`config.mk`:
```
export PLATFORM = sky130hd
export DESIGN_NAME = drtf_cell
export DESIGN_NICKNAME = d
export VERILOG_FILES = /design/src/hw/rtl/assert_macros.svh /design/src/hw/rtl/drtf_pkg.sv /design/src/hw/rtl/drtf_cell.sv
export SDC_FILE = /design/constraint.sdc
export NUM_CORES = 1
export LEC_CHECK = 0
export BUFFER_PORTS_ARGS = -buffer_cell sky130_fd_sc_hd__buf_2
export CAP_MARGIN = 0
export CORE_MARGIN = 4
export CORE_UTILIZATION = 40
export DETAILED_ROUTE_END_ITERATION = 8
export GPL_ROUTABILITY_DRIVEN = 0
export PLACE_DENSITY = 0.89
export SLEW_MARGIN = 30
export SYNTH_ARGS = -nofsm -noshare
export SYNTH_HDL_FRONTEND = slang
export SYNTH_SLANG_ARGS = --single-unit
export TNS_END_PERCENT = 100
```
`constraint.sdc`:
```
create_clock -name clock -period 2.8 [get_ports clock]
set_clock_uncertainty 0.2 [all_clocks]
set_input_delay 0.14 -clock clock [delete_from_list [all_inputs] [get_ports clock]]
set_output_delay 0.14 -clock clock [all_outputs]
set_load 0.01 [all_outputs]
```
`src/hw/rtl/assert_macros.svh`:
```
// Assertion macros used by the top level of the dated rate table.
// Depends on nothing; files that check their own logic include it.
`ifndef ASSERT_MACROS_SVH
`define ASSERT_MACROS_SVH

// The consequent must hold in the same cycle as the antecedent.
`define ASSERT_IMPLIES(label, clk, rst, ante, cons) \
   label: assert property (@(posedge clk) disable iff (rst) (ante) |-> (cons)) \
      else $error("assertion failed: same-cycle implication");

// The consequent must hold in the cycle after the antecedent.
`define ASSERT_NEXT(label, clk, rst, ante, cons) \
   label: assert property (@(posedge clk) disable iff (rst) (ante) |=> (cons)) \
      else $error("assertion failed: next-cycle implication");

`endif

```
`src/hw/rtl/drtf_pkg.sv`:
```
// Types, constants and date helpers for the dated rate table.
// Depends on nothing; every other RTL file of the block but assert_macros.svh uses it.
package drtf_pkg;

   localparam int YEAR_W   = 14;
   localparam int MONTH_W  = 7;
   localparam int DAY_W    = 7;
   localparam int KEY_W    = 23;
   localparam int RATE_W   = 32;
   localparam int AMT_W    = 31;
   localparam int PROD_W   = 42;
   localparam int STATUS_W = 3;

   // Radix of the gather tree is 2**RADIX_BITS inputs per node.
   localparam int RADIX_BITS = 5;

   localparam logic [AMT_W-1:0]   MAX_AMOUNT_RST = 31'd4096000;
   localparam logic [YEAR_W-1:0]  YEAR_MAX       = 14'd9999;
   localparam logic [MONTH_W-1:0] MONTH_FIRST    = 7'd1;
   localparam logic [MONTH_W-1:0] MONTH_LAST     = 7'd12;
   localparam logic [MONTH_W-1:0] MONTH_FEB      = 7'd2;
   localparam logic [DAY_W-1:0]   DAY_FIRST      = 7'd1;
   localparam logic [DAY_W-1:0]   DAY_FEB_LEAP   = 7'd29;

   // Multiplicative inverse of 25 modulo 2**14. A year is a multiple of 25
   // exactly when year times this inverse, kept to 14 bits, is at most 655.
   localparam logic [YEAR_W-1:0]  INV25      = 14'd7209;
   localparam logic [YEAR_W-1:0]  DIV25_MAX  = 14'd655;

   typedef enum logic [STATUS_W-1:0] {
      STS_QUERY_OK   = 3'd0,
      STS_LOADED     = 3'd1,
      STS_BAD_DATE   = 3'd2,
      STS_NEGATIVE   = 3'd3,
      STS_TOO_LARGE  = 3'd4,
      STS_NO_DATA    = 3'd5,
      STS_TABLE_FULL = 3'd6
   } status_type;

   typedef enum logic [2:0] {
      ST_IDLE,
      ST_SCAN,
      ST_RESOLVE,
      ST_SCALE,
      ST_DONE
   } state_type;

   typedef struct packed {
      logic is_query;
      logic do_insert;
      logic do_overwrite;
   } cell_ctl_type;

   typedef struct packed {
      logic              hit;
      logic [RATE_W-1:0] rate;
   } leaf_type;

   localparam int LEAF_W = $bits(leaf_type);

   function automatic int tree_levels(int depth);
      return ($clog2(depth) + RADIX_BITS - 1) / RADIX_BITS;
   endfunction

   function automatic logic [DAY_W-1:0] month_days(logic [3:0] m);
      logic [DAY_W-1:0] lim;
      case (m)
         4'd1, 4'd3, 4'd5, 4'd7, 4'd8, 4'd10, 4'd12: lim = 7'd31;
         4'd4, 4'd6, 4'd9, 4'd11:                    lim = 7'd30;
         4'd2:                                       lim = 7'd28;
         default:                                    lim = 7'd0;
      endcase
      return lim;
   endfunction

   function automatic logic date_ok(logic [YEAR_W-1:0] y, logic [MONTH_W-1:0] m,
                                    logic [DAY_W-1:0] d);
      logic [YEAR_W-1:0] inv_prod;
      logic              div25;
      logic              leap;
      logic [DAY_W-1:0]  lim;
      inv_prod = YEAR_W'(y * INV25);
      div25    = (inv_prod <= DIV25_MAX);
      leap     = (y[1:0] == 2'd0) && (!div25 || (y[3:0] == 4'd0));
      lim      = month_days(m[3:0]);
      if ((m == MONTH_FEB) && leap) begin
         lim = DAY_FEB_LEAP;
      end
      return (y <= YEAR_MAX) && (m >= MONTH_FIRST) && (m <= MONTH_LAST) &&
             (d >= DAY_FIRST) && (d <= lim);
   endfunction

   function automatic logic [KEY_W-1:0] make_key(logic [YEAR_W-1:0] y,
                                                 logic [MONTH_W-1:0] m,
                                                 logic [DAY_W-1:0] d);
      return {y, m[3:0], d[4:0]};
   endfunction

endpackage

```
`src/hw/rtl/drtf_cell.sv`:
```
// One slot of the sorted table: holds a key and a rate, compares against
// the item key, and shifts in its left neighbor on insert. Uses drtf_pkg.
module drtf_cell (
   input  logic                          clock,
   input  logic                          occupied,
   input  drtf_pkg::cell_ctl_type        ctl,
   input  logic [drtf_pkg::KEY_W-1:0]    item_key,
   input  logic [drtf_pkg::RATE_W-1:0]   item_rate,
   input  logic [drtf_pkg::KEY_W-1:0]    prev_key,
   input  logic [drtf_pkg::RATE_W-1:0]   prev_rate,
   input  logic                          prev_ge,
   input  logic                          next_le,
   output logic [drtf_pkg::KEY_W-1:0]    key,
   output logic [drtf_pkg::RATE_W-1:0]   rate,
   output logic                          le,
   output logic                          ge,
   output drtf_pkg::leaf_type            leaf
);

   logic [drtf_pkg::KEY_W-1:0]  key_ff,  key_in;
   logic [drtf_pkg::RATE_W-1:0] rate_ff, rate_in;
   logic                        eq;
   logic                        hit;

   always_comb begin
      le  = occupied && (key_ff <= item_key);
      ge  = !occupied || (key_ff >= item_key);
      eq  = occupied && (key_ff == item_key);
      // The occupied cells are sorted, so the last cell at or below the
      // item key is the floor entry.
      hit = le && !next_le;

      if (ctl.is_query) begin
         leaf.hit  = hit;
         leaf.rate = hit ? rate_ff : '0;
      end else begin
         leaf.hit  = eq;
         leaf.rate = '0;
      end

      key_in  = key_ff;
      rate_in = rate_ff;
      if (ctl.do_overwrite && eq) begin
         rate_in = item_rate;
      end else if (ctl.do_insert && ge) begin
         if (prev_ge) begin
            key_in  = prev_key;
            rate_in = prev_rate;
         end else begin
            key_in  = item_key;
            rate_in = item_rate;
         end
      end
   end

   always_ff @(posedge clock) begin
      key_ff  <= key_in;
      rate_ff <= rate_in;
   end

   assign key  = key_ff;
   assign rate = rate_ff;

endmodule

```
==> After elaboration in Yosys (flattened, before gate mapping) <==
Cells that the tools add are included.
{ "op_classes": {"order_cmp": 2, "n_eq_ne": 1, "n_mux": 6, "bitwise": 1, "n_reduce_logical": 10} }
{ "ops": {"columns": ["operator", "count"], "rows": [
  ["2-to-1 mux 32 bit", 4],
  ["2-to-1 mux 33 bit", 1],
  ["equality test 23 bit", 1],
  ["greater-or-equal comparator 23 bit", 1],
  ["less-or-equal comparator 23 bit", 1],
  ["2-to-1 mux 23 bit", 1],
  ["logical AND 1 bit", 5],
  ["zero test 1 bit", 2],
  ["AND reduction 2 bit", 1],
  ["nonzero test 2 bit", 1],
  ["logical OR 1 bit", 1],
  ["inverter 1 bit", 1]
]} }
{ "totals": {"reg_bits": 55, "in_bits": 117} }

==> Logic depth before layout (Yosys ltp) <==
{ "depth": {"ltp_word": 5, "mapped_depth": 8, "ltp_nobuf": 7} }

==> Worst setup path before layout <==
OpenSTA, ideal clock, no wires.
{ "synth_timing": {"path_kind": "register -> register", "startpoint": "reg key_ff, in the netlist key[14]", "endpoint": "reg rate_ff, in the netlist rate[0] (enable)", "arrival_ns": 2.505, "t_required_ns": 2.209, "slack_ns": -0.296, "path_stages_with_launch": 7, "synth_period_minus_slack_ns": 3.096, "cell_sequence": "edfxtp_1 -> ha_1 -> nand4_1 -> nor4_4 -> o21ai_0 -> nand3_1 -> o22a_1"} }
{ "synth_between": {"elab_chain_len": 4, "word_cells_on_any_way": 7, "cone_classes": "1 x order compare; 1 x eq/ne; 5 x reduce/logical"} }
{ "synth_lines": {"columns": ["item", "line_no", "rtl"], "rows": [
  ["from (decl)", "drtf_cell.sv:20", "logic [drtf_pkg::KEY_W-1:0] key_ff, key_in;"],
  ["from (signal assigned)", "drtf_cell.sv:57", "key_ff <= key_in;"],
  ["greater-or-equal comparator 23 bit / equality test 23 bit (equally long branches)", "drtf_cell.sv:27, drtf_cell.sv:28", null],
  ["logical OR 1 bit / logical AND 1 bit (equally long branches)", "drtf_cell.sv:27, drtf_cell.sv:28", null],
  ["logical AND 1 bit (on tied branches)", "drtf_cell.sv:45, drtf_cell.sv:43", null],
  ["nonzero test 2 bit (no source line) (*)", null, null],
  ["to (signal assigned)", "drtf_cell.sv:58", "rate_ff <= rate_in;"],
  ["to (decl)", "drtf_cell.sv:21", "logic [drtf_pkg::RATE_W-1:0] rate_ff, rate_in;"]
]} }
Mark *: on every way between the ends. The rest lies on a longest branch, timed or not.
A chain may end at the register's enable or synchronous reset.

==> flow_metrics.py <==
metrics = {
    "final_layout": {
        "multi_input_area_sq_um": 1660,
        "syn_to_final_growth_pct": 68.4,
        "mostFrequentLayoutCell": "buf_2",
        "drive_gt1_share_pct": 46.4,
        "nFillCells": 532,
        "final_cell_mix": "buf_2, dlygate4sd3_1, inv_1",
        "regArea_sq_um": 1650,
        "nNetsFinal": 749,
    },
    "setup_path": {
        "cpPeakStageDelay_ns": 0.44,
        "critPathLaunchType": "flip-flop",
        "crit_arrival_ns": 2.47,
        "reg2reg_slack_ns": 0.04,
        "cp_slowest_cell": "edfxtp_1",
        "critPathRequiredTime_ns": 2.46,
        "crit_fanout": 35,
        "crit_chain": "ha_4, nand4_1, nor4_4, nand3_4, buf_12, a211oi_2, buf_2",
        "worstSetupEndpointType": "output port",
        "crit_type": "reg2out",
        "cp.buffers_inverters": 2,
        "cpLargestDelayFamily": "simple AND/OR/NAND/NOR gates",
    },
    "placed_design": {
        "dpl.hpwl_mm": 7.89,
        "port_buffers": 206,
    },
    "timing": {
        "min_period_ns": 2.81,
        "fin_tns_setup_ns": -0.0136,
        "fmax_ghz": 0.355,
        "worstMarginPinSlew_ns": 0.640,
        "finalWorstSetupSlack_ns": -0.0136,
        "setup_violations": 1,
        "maxSlewViolCount": 0,
        "rsz0062_at_grt": "yes",
        "relSlewSlack_pct": 57.3,
        "hold_viol": 0,
        "period_share_pct": 100,
    },
    "routing": {
        "firstDrtPassIters": 4,
        "routed_wl_mm": 13.3,
        "drc": 0,
        "wl_per_cell_um": 18.6,
        "vias": 3741,
        "drt_iter0_markers": 226,
        "detail-route-antenna-nets": 0,
        "viasPerCell": 5.22,
    },
    "die": {
        "rows": 33,
        "ios": 207,
        "die-area_sq_um": 10300,
        "dieHeight_um": 101,
        "core_area_sq_um": 8340,
        "die_w_um": 101,
        "start_util_pct": 41.8,
    },
    "global_routing": {
        "grt_use_total_pct": 24.4,
        "gr-total-overflow": 0,
        "grt_max_degree": 46,
        "antenna_found_initial": 0,
        "grt_first_pass_wirelength_mm": 19.4,
        "grt_pass1_vias": 3930,
    },
    "hold_path": {
        "hold_path.class": "in2reg",
    },
    "power_and_ir_drop": {
        "peakVddDrop_mv": 0.227,
        "p_leak_nw": 2.85,
        "p_total_w": 0.00233,
        "pwr_density_cell_nw_per_um2": 397,
    },
    "yosys": {
        "yosysSeqAreaShare_pct": 47.4,
        "yosysTopAreaCellShare_pct": 47.4,
        "ys_types": 30,
        "avgSynthCellArea_sq_um": 11.2,
        "ys.flop_type": "edfxtp_1",
        "synth_area_sq_um": 3480,
        "synth-edff-count": 55,
        "synth_area_leader_cell": "edfxtp_1",
        "yosysWarnings": 0,
        "syn_inst": 312,
        "ys_async_sr_fraction_pct": 0,
        "ys_seq_elements": 55,
        "yosys-top-cells-area": "edfxtp_1, mux2_4, ha_1, a211oi_1, inv_1",
        "synthesis.nets": 452,
    },
    "clock_tree": {
        "cts_inserted_buffers": 5,
        "clkSinkCount": 55,
        "cts_tree": "done",
        "root_buffer": "clkbuf_8",
        "htreeDepth": 2,
        "path_clk_slew_ns": 0.10,
        "ctsLongestPathBuffers": 2,
        "clock_latency_ns": 0.31,
    },
    "status": {
        "status": "finished, violations left",
        "violations": "setup timing",
    },
    "flow_run": {
        "maxCapViolCount": 0,
    },
}
[cells by family after synthesis]
| family | synth area share (%) |
|---|---|
| DFF | 47.4 |
| muxes | 13.9 |
| AOI/OAI and AO/OA | 14.4 |
| adders and majority gates | 8.26 |
| and+or+nand+nor | 7.47 |
| buffers and inverters | 8.62 |
[cell type report]
| type | instances | area share (%) |
|---|---|---|
| antenna | 1 | 0.0426 |
| clock buffer | 6 | 1.24 |
| clock inverter | 2 | 1.02 |
| inverter | 56 | 3.58 |
| multi-input combinational | 184 | 28.2 |
| sequential | 55 | 28.1 |
| tap | 105 | 2.24 |
| timing repair buffer | 307 | 35.5 |
[registers in the layout, indices dropped and copies added (netlist names)]
name and cells:
rate 32, key 23
[path summary, 6_finish.rpt]
path,start,endpoint,cells past startpoint
setup / recovery,key[14],leaf[2],7
hold / removal,item_key[20],key[20],3
setup reg to reg,key[14],rate[8],6
hold reg to reg,key[22],key[2],7
[layer usage]
metal	part of all wire [%]	track usage (%)
met1	35	27.0
met2	52	43.9
met3	9.0	5.72
met4	4.2	11.8
met5	0	0
[Yosys cell counts (all sizes together) (2+ instances only)]
| library cell | count |
|---|---|
| buf | 6 |
| nor3 | 2 |
| o21ai | 28 |
| edfxtp | 55 |
| nor2 | 3 |
| inv | 56 |
| a211oi | 33 |
| nand2 | 29 |
| ha | 23 |
| o21a | 2 |
| nand4 | 5 |
| a21oi | 11 |
| mux2 | 33 |
| nand3 | 5 |
| clkbuf | 11 |
[worst reg2reg max path, delay by kind of cell, from the launching register on]
| family | cells | cell delay [ns] |
|---|---|---|
| AND/OR/NAND/NOR | 3 | 0.74 |
| flip-flops | 1 | 0.44 |
| AO/OA/AOI/OAI | 1 | 0.41 |
| multiplexers | 1 | 0.41 |
| adder cells (fa/ha/maj) | 1 | 0.31 |
[metrics by stage]
stage               hold slack [ns]  instances  util [%]  setup WS, ns  area [sq um]
global placement              0.222        613      55.6         0.105          4640
floorplan                     0.131        312         -        0.0281          3490
global route                0.00984        715      70.3        -0.139          5870
finish                       0.0138        716      70.4       -0.0136          5870
detailed placement            0.231        613      55.6        0.0200          4640
CTS                         0.00293        713      68.6      -0.00340          5720
[what timing repair did]
action,4_1_cts,5_1_grt
buffers inserted,1,1
setup endpoints to repair,34,99
gates resized for setup,9,19
pin swaps,5,4
hold buffers,91,0
cloned,0,1
hold endpoints to repair,55,0
[report_power, final]
group	total, W	switching [W]	internal (W)
logic	0.000678	0.000325	0.000352
clock network	0.000624	0.000266	0.000358
registers	0.00103	0.0000395	0.000990
No activity file was read; power rests on OpenSTA's default activity.
