### src/hw/rtl/assert_macros.svh
// Assertion macros used by the top level of the dated rate table.
// Depends on nothing; files that check their own logic include it.
`ifndef ASSERT_MACROS_SVH
`define ASSERT_MACROS_SVH

// The consequent must hold in the same cycle as the antecedent.
`define ASSERT_IMPLIES(label, clk, rst, ante, cons) \
   label: assert property (@(posedge clk) disable iff (rst) (ante) |-> (cons)) \
      else $error("assertion failed: same-cycle implication");

// The consequent must hold in the cycle after the antecedent.
`define ASSERT_NEXT(label, clk, rst, ante, cons) \
   label: assert property (@(posedge clk) disable iff (rst) (ante) |=> (cons)) \
      else $error("assertion failed: next-cycle implication");

`endif

### src/hw/rtl/drtf_pkg.sv
// Types, constants and date helpers for the dated rate table.
// Depends on nothing; every other RTL file of the block but assert_macros.svh uses it.
package drtf_pkg;

   localparam int YEAR_W   = 14;
   localparam int MONTH_W  = 7;
   localparam int DAY_W    = 7;
   localparam int KEY_W    = 23;
   localparam int RATE_W   = 32;
   localparam int AMT_W    = 31;
   localparam int PROD_W   = 42;
   localparam int STATUS_W = 3;

   // Radix of the gather tree is 2**RADIX_BITS inputs per node.
   localparam int RADIX_BITS = 5;

   localparam logic [AMT_W-1:0]   MAX_AMOUNT_RST = 31'd4096000;
   localparam logic [YEAR_W-1:0]  YEAR_MAX       = 14'd9999;
   localparam logic [MONTH_W-1:0] MONTH_FIRST    = 7'd1;
   localparam logic [MONTH_W-1:0] MONTH_LAST     = 7'd12;
   localparam logic [MONTH_W-1:0] MONTH_FEB      = 7'd2;
   localparam logic [DAY_W-1:0]   DAY_FIRST      = 7'd1;
   localparam logic [DAY_W-1:0]   DAY_FEB_LEAP   = 7'd29;

   // Multiplicative inverse of 25 modulo 2**14. A year is a multiple of 25
   // exactly when year times this inverse, kept to 14 bits, is at most 655.
   localparam logic [YEAR_W-1:0]  INV25      = 14'd7209;
   localparam logic [YEAR_W-1:0]  DIV25_MAX  = 14'd655;

   typedef enum logic [STATUS_W-1:0] {
      STS_QUERY_OK   = 3'd0,
      STS_LOADED     = 3'd1,
      STS_BAD_DATE   = 3'd2,
      STS_NEGATIVE   = 3'd3,
      STS_TOO_LARGE  = 3'd4,
      STS_NO_DATA    = 3'd5,
      STS_TABLE_FULL = 3'd6
   } status_type;

   typedef enum logic [2:0] {
      ST_IDLE,
      ST_SCAN,
      ST_RESOLVE,
      ST_SCALE,
      ST_DONE
   } state_type;

   typedef struct packed {
      logic is_query;
      logic do_insert;
      logic do_overwrite;
   } cell_ctl_type;

   typedef struct packed {
      logic              hit;
      logic [RATE_W-1:0] rate;
   } leaf_type;

   localparam int LEAF_W = $bits(leaf_type);

   function automatic int tree_levels(int depth);
      return ($clog2(depth) + RADIX_BITS - 1) / RADIX_BITS;
   endfunction

   function automatic logic [DAY_W-1:0] month_days(logic [3:0] m);
      logic [DAY_W-1:0] lim;
      case (m)
         4'd1, 4'd3, 4'd5, 4'd7, 4'd8, 4'd10, 4'd12: lim = 7'd31;
         4'd4, 4'd6, 4'd9, 4'd11:                    lim = 7'd30;
         4'd2:                                       lim = 7'd28;
         default:                                    lim = 7'd0;
      endcase
      return lim;
   endfunction

   function automatic logic date_ok(logic [YEAR_W-1:0] y, logic [MONTH_W-1:0] m,
                                    logic [DAY_W-1:0] d);
      logic [YEAR_W-1:0] inv_prod;
      logic              div25;
      logic              leap;
      logic [DAY_W-1:0]  lim;
      inv_prod = YEAR_W'(y * INV25);
      div25    = (inv_prod <= DIV25_MAX);
      leap     = (y[1:0] == 2'd0) && (!div25 || (y[3:0] == 4'd0));
      lim      = month_days(m[3:0]);
      if ((m == MONTH_FEB) && leap) begin
         lim = DAY_FEB_LEAP;
      end
      return (y <= YEAR_MAX) && (m >= MONTH_FIRST) && (m <= MONTH_LAST) &&
             (d >= DAY_FIRST) && (d <= lim);
   endfunction

   function automatic logic [KEY_W-1:0] make_key(logic [YEAR_W-1:0] y,
                                                 logic [MONTH_W-1:0] m,
                                                 logic [DAY_W-1:0] d);
      return {y, m[3:0], d[4:0]};
   endfunction

endpackage

### src/hw/rtl/drtf_scale.sv
// Three-stage signed scaler: magnitude of the rate, multiply by the amount,
// then drop fraction bits, saturate and restore the sign. Uses drtf_pkg.
module drtf_scale #(
   parameter int FRAC_BITS = 12
) (
   input  logic                          clock,
   input  logic                          reset,
   input  logic                          start,
   input  logic [drtf_pkg::RATE_W-1:0]   rate,
   input  logic [drtf_pkg::AMT_W-1:0]    amount,
   output logic                          done,
   output logic [drtf_pkg::PROD_W-1:0]   product
);

   localparam int MUL_W = drtf_pkg::RATE_W + drtf_pkg::AMT_W;
   localparam int PW    = drtf_pkg::PROD_W;
   localparam logic [MUL_W-1:0] SAT_LIM  = MUL_W'(1) << (PW - 1);
   localparam logic [PW-1:0]    POS_SAT  = {1'b0, {(PW-1){1'b1}}};
   localparam logic [PW-1:0]    NEG_SAT  = {1'b1, {(PW-1){1'b0}}};

   logic                          s0_valid_ff, s0_valid_in;
   logic                          s1_valid_ff, s1_valid_in;
   logic                          done_ff,     done_in;
   logic [drtf_pkg::RATE_W-1:0]   mag_ff,      mag_in;
   logic [drtf_pkg::AMT_W-1:0]    amt_ff;
   logic                          neg0_ff, neg1_ff;
   logic [MUL_W-1:0]              prod_ff,     prod_in;
   logic [PW-1:0]                 product_ff,  product_in;
   logic [MUL_W-1:0]              shifted;

   always_comb begin
      s0_valid_in = start;
      s1_valid_in = s0_valid_ff;
      done_in     = s1_valid_ff;
      // The most negative rate gives 2**31, which still fits unsigned.
      mag_in      = rate[drtf_pkg::RATE_W-1] ? (~rate + drtf_pkg::RATE_W'(1)) : rate;
      prod_in     = MUL_W'(mag_ff) * MUL_W'(amt_ff);
      shifted     = prod_ff >> FRAC_BITS;
      if (neg1_ff) begin
         product_in = (shifted >= SAT_LIM) ? NEG_SAT : (~shifted[PW-1:0] + PW'(1));
      end else begin
         product_in = (shifted >= SAT_LIM) ? POS_SAT : shifted[PW-1:0];
      end
   end

   always_ff @(posedge clock) begin
      if (reset) begin
         s0_valid_ff <= 1'b0;
         s1_valid_ff <= 1'b0;
         done_ff     <= 1'b0;
      end else begin
         s0_valid_ff <= s0_valid_in;
         s1_valid_ff <= s1_valid_in;
         done_ff     <= done_in;
      end
   end

   always_ff @(posedge clock) begin
      mag_ff     <= mag_in;
      amt_ff     <= amount;
      neg0_ff    <= rate[drtf_pkg::RATE_W-1];
      prod_ff    <= prod_in;
      neg1_ff    <= neg0_ff;
      product_ff <= product_in;
   end

   assign done    = done_ff;
   assign product = product_ff;

endmodule

### config.mk
export PLATFORM = sky130hd
export DESIGN_NAME = drtf_scale
export DESIGN_NICKNAME = d
export VERILOG_FILES = /design/src/hw/rtl/assert_macros.svh /design/src/hw/rtl/drtf_pkg.sv /design/src/hw/rtl/drtf_scale.sv
export SDC_FILE = /design/constraint.sdc
export NUM_CORES = 2
export LEC_CHECK = 0
export ABC_AREA = 1
export ABC_CLOCK_PERIOD_IN_PS = 5900
export BUFFER_PORTS_ARGS = -buffer_cell sky130_fd_sc_hd__buf_2
export CORE_MARGIN = 2
export CORE_UTILIZATION = 40
export DETAILED_ROUTE_END_ITERATION = 10
export GPL_ROUTABILITY_DRIVEN = 0
export MAX_ROUTING_LAYER = met4
export SLEW_MARGIN = 20
export SYNTH_ARGS = -nofsm -noshare
export SYNTH_HDL_FRONTEND = slang
export SYNTH_SLANG_ARGS = --single-unit
### constraint.sdc
create_clock -name clock -period 5.9 [get_ports clock]
set_input_delay 0 -clock clock [delete_from_list [all_inputs] [get_ports clock]]
set_output_delay 0 -clock clock [all_outputs]
set_load 0.02 [all_outputs]
### Word level (Yosys, flattened, before mapping)

Cells that the tools add are included.

* $add $sub $neg: 2
* multiply operators: 1
* div/mod/pow operators: 0
* $lt $le $gt $ge: 1
* equal/unequal tests: 0
* shift-type cells: 0
* multiplexer cells: 4
* bitwise gates (word level): 2
* reductions and logical operators: 0

Operator list (count)
* $mux W42: 3
* $mul A32 B31 Y63: 1
* $ge A51 B42 Y1 const B: 1
* $add A42 B1 Y42 const B: 1
* $not A42 Y42: 1
* $add A32 B1 Y32 const B: 1
* $not A32 Y32: 1
* $mux W31: 1

* register bits after elaboration: 173
* latch bits: 0
* RAM bits: 0
* ROM bits: 0
* input port bits: 66
* output and inout port bits: 43
* logic and storage cells: 20
* memories kept: 0

### Longest topological paths before layout

* depth in word-level cells: 4
* mapped depth: 31

### Worst setup path after synthesis

OpenSTA, ideal clock, no wires.

* path kind: register to register
* start: reg amt_ff[8] in the netlist's numbering
* end: reg prod_ff[60]
* data arrival time: 6074 ps
* data required time: 5788 ps
* path slack: -286 ps
* cell stages (with the launch flop): 28
* path buffers: 1
* clock period less this slack: 6186 ps
* path through: dfxtp_1 > clkbuf_1 > nand2_1 > inv_1 > fa_1 > fa_1 > inv_1 > fa_1 > fa_1 > inv_1 > fa_1 > fa_1 > fa_1 > inv_1 > fa_1 > inv_1 > ha_1 > nand2_1 > nor2_1 > inv_1 > nor2_1 > inv_1 > nor3_2 > nand2_1 > nand2_1 > nand2_1 > nand3_1 > nand2_1

* longest elaborated chain between the ends: 1

RTL lines
* start, declared: RTL line drtf_scale.sv:25 `logic [drtf_pkg::AMT_W-1:0] amt_ff;`
* start signal, assigned: RTL line drtf_scale.sv:60 `amt_ff <= amount;`
* $mul A32 B31 Y63: RTL line drtf_scale.sv:37 `prod_in = MUL_W'(mag_ff) * MUL_W'(amt_ff);`
* named net prod_in[60]: RTL line drtf_scale.sv:27 `logic [MUL_W-1:0] prod_ff, prod_in;`
* end signal, assigned: RTL line drtf_scale.sv:62 `prod_ff <= prod_in;`
* end, declared: RTL line drtf_scale.sv:27

The timed path passes the listed nets, and every way through them passes these cells.
A chain may end at the register's enable or synchronous reset.

### Final worst setup path

* start: reg amt_ff[10] in the netlist's numbering
* end: reg prod_ff[48]

Same word-level chain as after synthesis.

==> flow_summary.toml <==
[clocking]
path_clk_slew_ns = 0.13
h-tree-depth = 4
cts_max_path_buffers = 2
tritoncts = "yes"
cts_buffers = 17
cts_sinks = 161
clkLatencyLatePin_ns = 0.54
clockRootBuffer = "clkbuf_16"

[sta]
min_period_ns = 6.50
fin_ws_ns = -0.597
tns_ns = -21.35
hold_viol = 0
skew_ns = 0.0499
tightest_slew_ns = 0.680
min_period_over_period_pct = 110
holdWs_ns = 0.0835
rsz0062_at_grt = "true"
fmax_ghz = 0.154
setup_viol = 51
slew_viol_final = 0
relSlewSlack_pct = 54.6

[logic_synthesis]
synthArstFlopShare_pct = 0
synthDistinctLibCells = 38
synth_cells = 5117
ys_top_cells_by_count = "inv_1, nand2_1, fa_1"
ys_seq_area_share_pct = 8.23
synth_most_common_cell = "inv_1"
netlist_top_cells_area = "fa_1, inv_1, nand2_1"
yosysWarnings = 0
syn_area_um2 = 39200
syn_avg_cell_area_um2 = 7.66
yosys.area.top_type_share_pct = 44.2
synth_seq_cells = 161
synth-edff-count = 0
syn_nets = 6303
synth_top_cell_by_area = "fa_1"
synthFlopType = "dfxtp_1"

[detailed_routing]
post_drt_via_cell_ratio = 4.80
route.layer.met1.wl_mm = 48.2
top_layer = "met4"
routed_wl_mm = 120
first_pass_iters = 8
route.met3.wl_mm = 7.36
routed-via-count = 33100
drt_iter0_drc = 2382
dr_wl_met2_mm = 59.2
routedWlPerCell_um = 17.5
ant_nets = 0
drc_errors = 0

[layout]
drive_above_1_share_pct = 20.8
seq_area_um2 = 3310
fin_area_um2 = 49900
nets = 6792
multi_input_area_um2 = 31800
area_growth_pct = 27.3
fill_cells = 8809

[setup_path]
r2r-start = "amt_ff[10]$_DFF_P_"
worstReg2RegEnd = "prod_ff[48]$_DFF_P_"
cp-end-kind = "flip-flop"
crit_path_start = "amt_ff[10]$_DFF_P_"
r2r_slack_ns = -0.60
r2r_cells = 26
crit_fanout = 5
critPathRequiredTime_ns = 6.28
critPathCapture = "prod_ff[48]$_DFF_P_"
startpoint_type = "flip-flop"
crit_type = "flip-flop to flip-flop"
arrival_ns = 6.87

[job]
drv_cap = 0

[run_status]
outcome = "finished with violations"
violations = "negative setup slack"

[global_route]
grt_first_pass_wirelength_mm = 189
grt_util_all_layers_pct = 25.1
grt.overflow.total = 0
antenna_found_initial = 8
grt_max_degree = 46
grt_pass1_vias = 35200

[placed_design]
port_buffers = 108
place_area_um2 = 44600
dp_hpwl_mm = 94.7

[min_path]
hp-class = "input port to flip-flop"

[floorplanning]
coreArea_um2 = 96900
die_x_um = 317
rows = 114
ios = 109
dieArea_um2 = 100000
initial_utilization_pct = 40.5
die_y_um = 317
==> per-layer routing <==
| metal | up-vias | global-route usage [%] |
|---|---|---|
| met1 | 16400 | 30.6 |
| li1 | 15300 | - |
| met4 | 0 | 10.3 |
| met2 | 1098 | 42.3 |
| met5 | - | - |
| met3 | 279 | 3.14 |
==> state kept, by name (all words and copies together) (netlist names) <==
signal and cells:
done_in 1, neg0_ff 1, s0_valid_ff 1, done 1, mag_ff 32, neg1_ff 1, prod_ff 51, amt_ff 31
product 42
==> critical path, stage by stage, from the launching register on <==
cell and delay, ns:
dfxtp_4 0.40, buf_12 0.16, nand2_1 0.07, inv_2 0.04, fa_1 0.50, fa_1 0.51, inv_2 0.04, fa_1 0.51
fa_1 0.55, inv_2 0.05, fa_1 0.57, fa_1 0.44, fa_1 0.56, inv_2 0.05, fa_1 0.52, inv_2 0.05
ha_4 0.28, a21oi_4 0.17, buf_4 0.14, o21ai_4 0.06, nand2_1 0.06, nand2_1 0.10, o21bai_4 0.21, nand2_1 0.08
nand3_1 0.07, nand2_1 0.06, nand2_1 0.09
==> worst min path at each step <==
stage	start	endpoint	slack, ns	cells past startpoint
global placement	amount[13]	amt_ff[13]$_DFF_P_	0.10	1
floorplan	amount[0]	amt_ff[0]$_DFF_P_	0.03	0
global route	amount[23]	amt_ff[23]$_DFF_P_	0.08	2
finish	amount[27]	amt_ff[27]$_DFF_P_	0.08	2
CTS	amount[26]	amt_ff[26]$_DFF_P_	0.06	2
detailed placement	amount[27]	amt_ff[27]$_DFF_P_	0.10	1
==> cells by family (layout without fill, tap and decap cells) <==
group	Yosys count	in the layout	synth area share, %
other	0	5	0
flip-flops	161	161	8.23
adder cells (fa/ha/maj)	1120	1120	52.3
AO/OA/AOI/OAI	206	206	2.84
XOR/XNOR	92	92	2.06
buffers and inverters	1734	2236	16.6
AND/OR/NAND/NOR	1804	1804	17.9
==> cell type report <==
cell class | instances | area share, %
multi-input combinational | 3222 | 63.8
antenna | 5 | 0.0251
sequential | 161 | 6.63
clock buffer | 17 | 0.853
clock inverter | 15 | 0.326
tap | 1276 | 3.20
timing repair buffer | 673 | 13.6
inverter | 1531 | 11.6
==> what timing repair did <==
action	CTS	global route
setup buffers	41	37
gates resized for setup	451	287
pin swaps	120	146
hold endpoints to repair	67	0
hold buffers	91	0
endpoints found under the setup margin	51	51
cloned	9	11
==> cell usage in the layout, fill, tap and decap left out, types with 15 or more instances in the layout <==
cell / Yosys / routed
a21oi_2: 0 / 26
nand3_1: 71 / 57
ha_4: 0 / 43
nor2_1: 253 / 181
inv_2: 1 / 93
nor2_2: 8 / 32
buf_6: 0 / 31
a21oi_4: 0 / 20
nor2_4: 0 / 48
ha_1: 255 / 212
nand2_2: 1 / 86
nand4_1: 16 / 16
nor3_1: 30 / 15
buf_4: 0 / 317
fa_1: 865 / 802
dlygate4sd3_1: 0 / 91
nand2_4: 0 / 32
fa_2: 0 / 63
buf_2: 1 / 108
o21ai_2: 4 / 20
xor2_1: 78 / 69
o21ai_1: 12 / 20
buf_12: 0 / 100
dfxtp_1: 161 / 131
clkbuf_16: 0 / 28
nand2_1: 1407 / 1287
o21ai_0: 74 / 47
a21oi_1: 90 / 44
dfxtp_4: 0 / 19
inv_1: 1530 / 1430
==> through the flow <==
step           utilization, %  setup slack (ns)  instances
6_report                 51.5            -0.597       6900
5_1_grt                  51.5            -0.796       6900
4_1_cts                  49.9            -0.510       6851
3_5_place_dp             46.1            -0.731       6681
3_3_place_gp             46.1            -0.748       6681
2_1_floorplan               -           -0.0728       5117
Power is not shown: default switching activity piles up to over one toggle a cycle in this logic, so the estimate is an artifact.
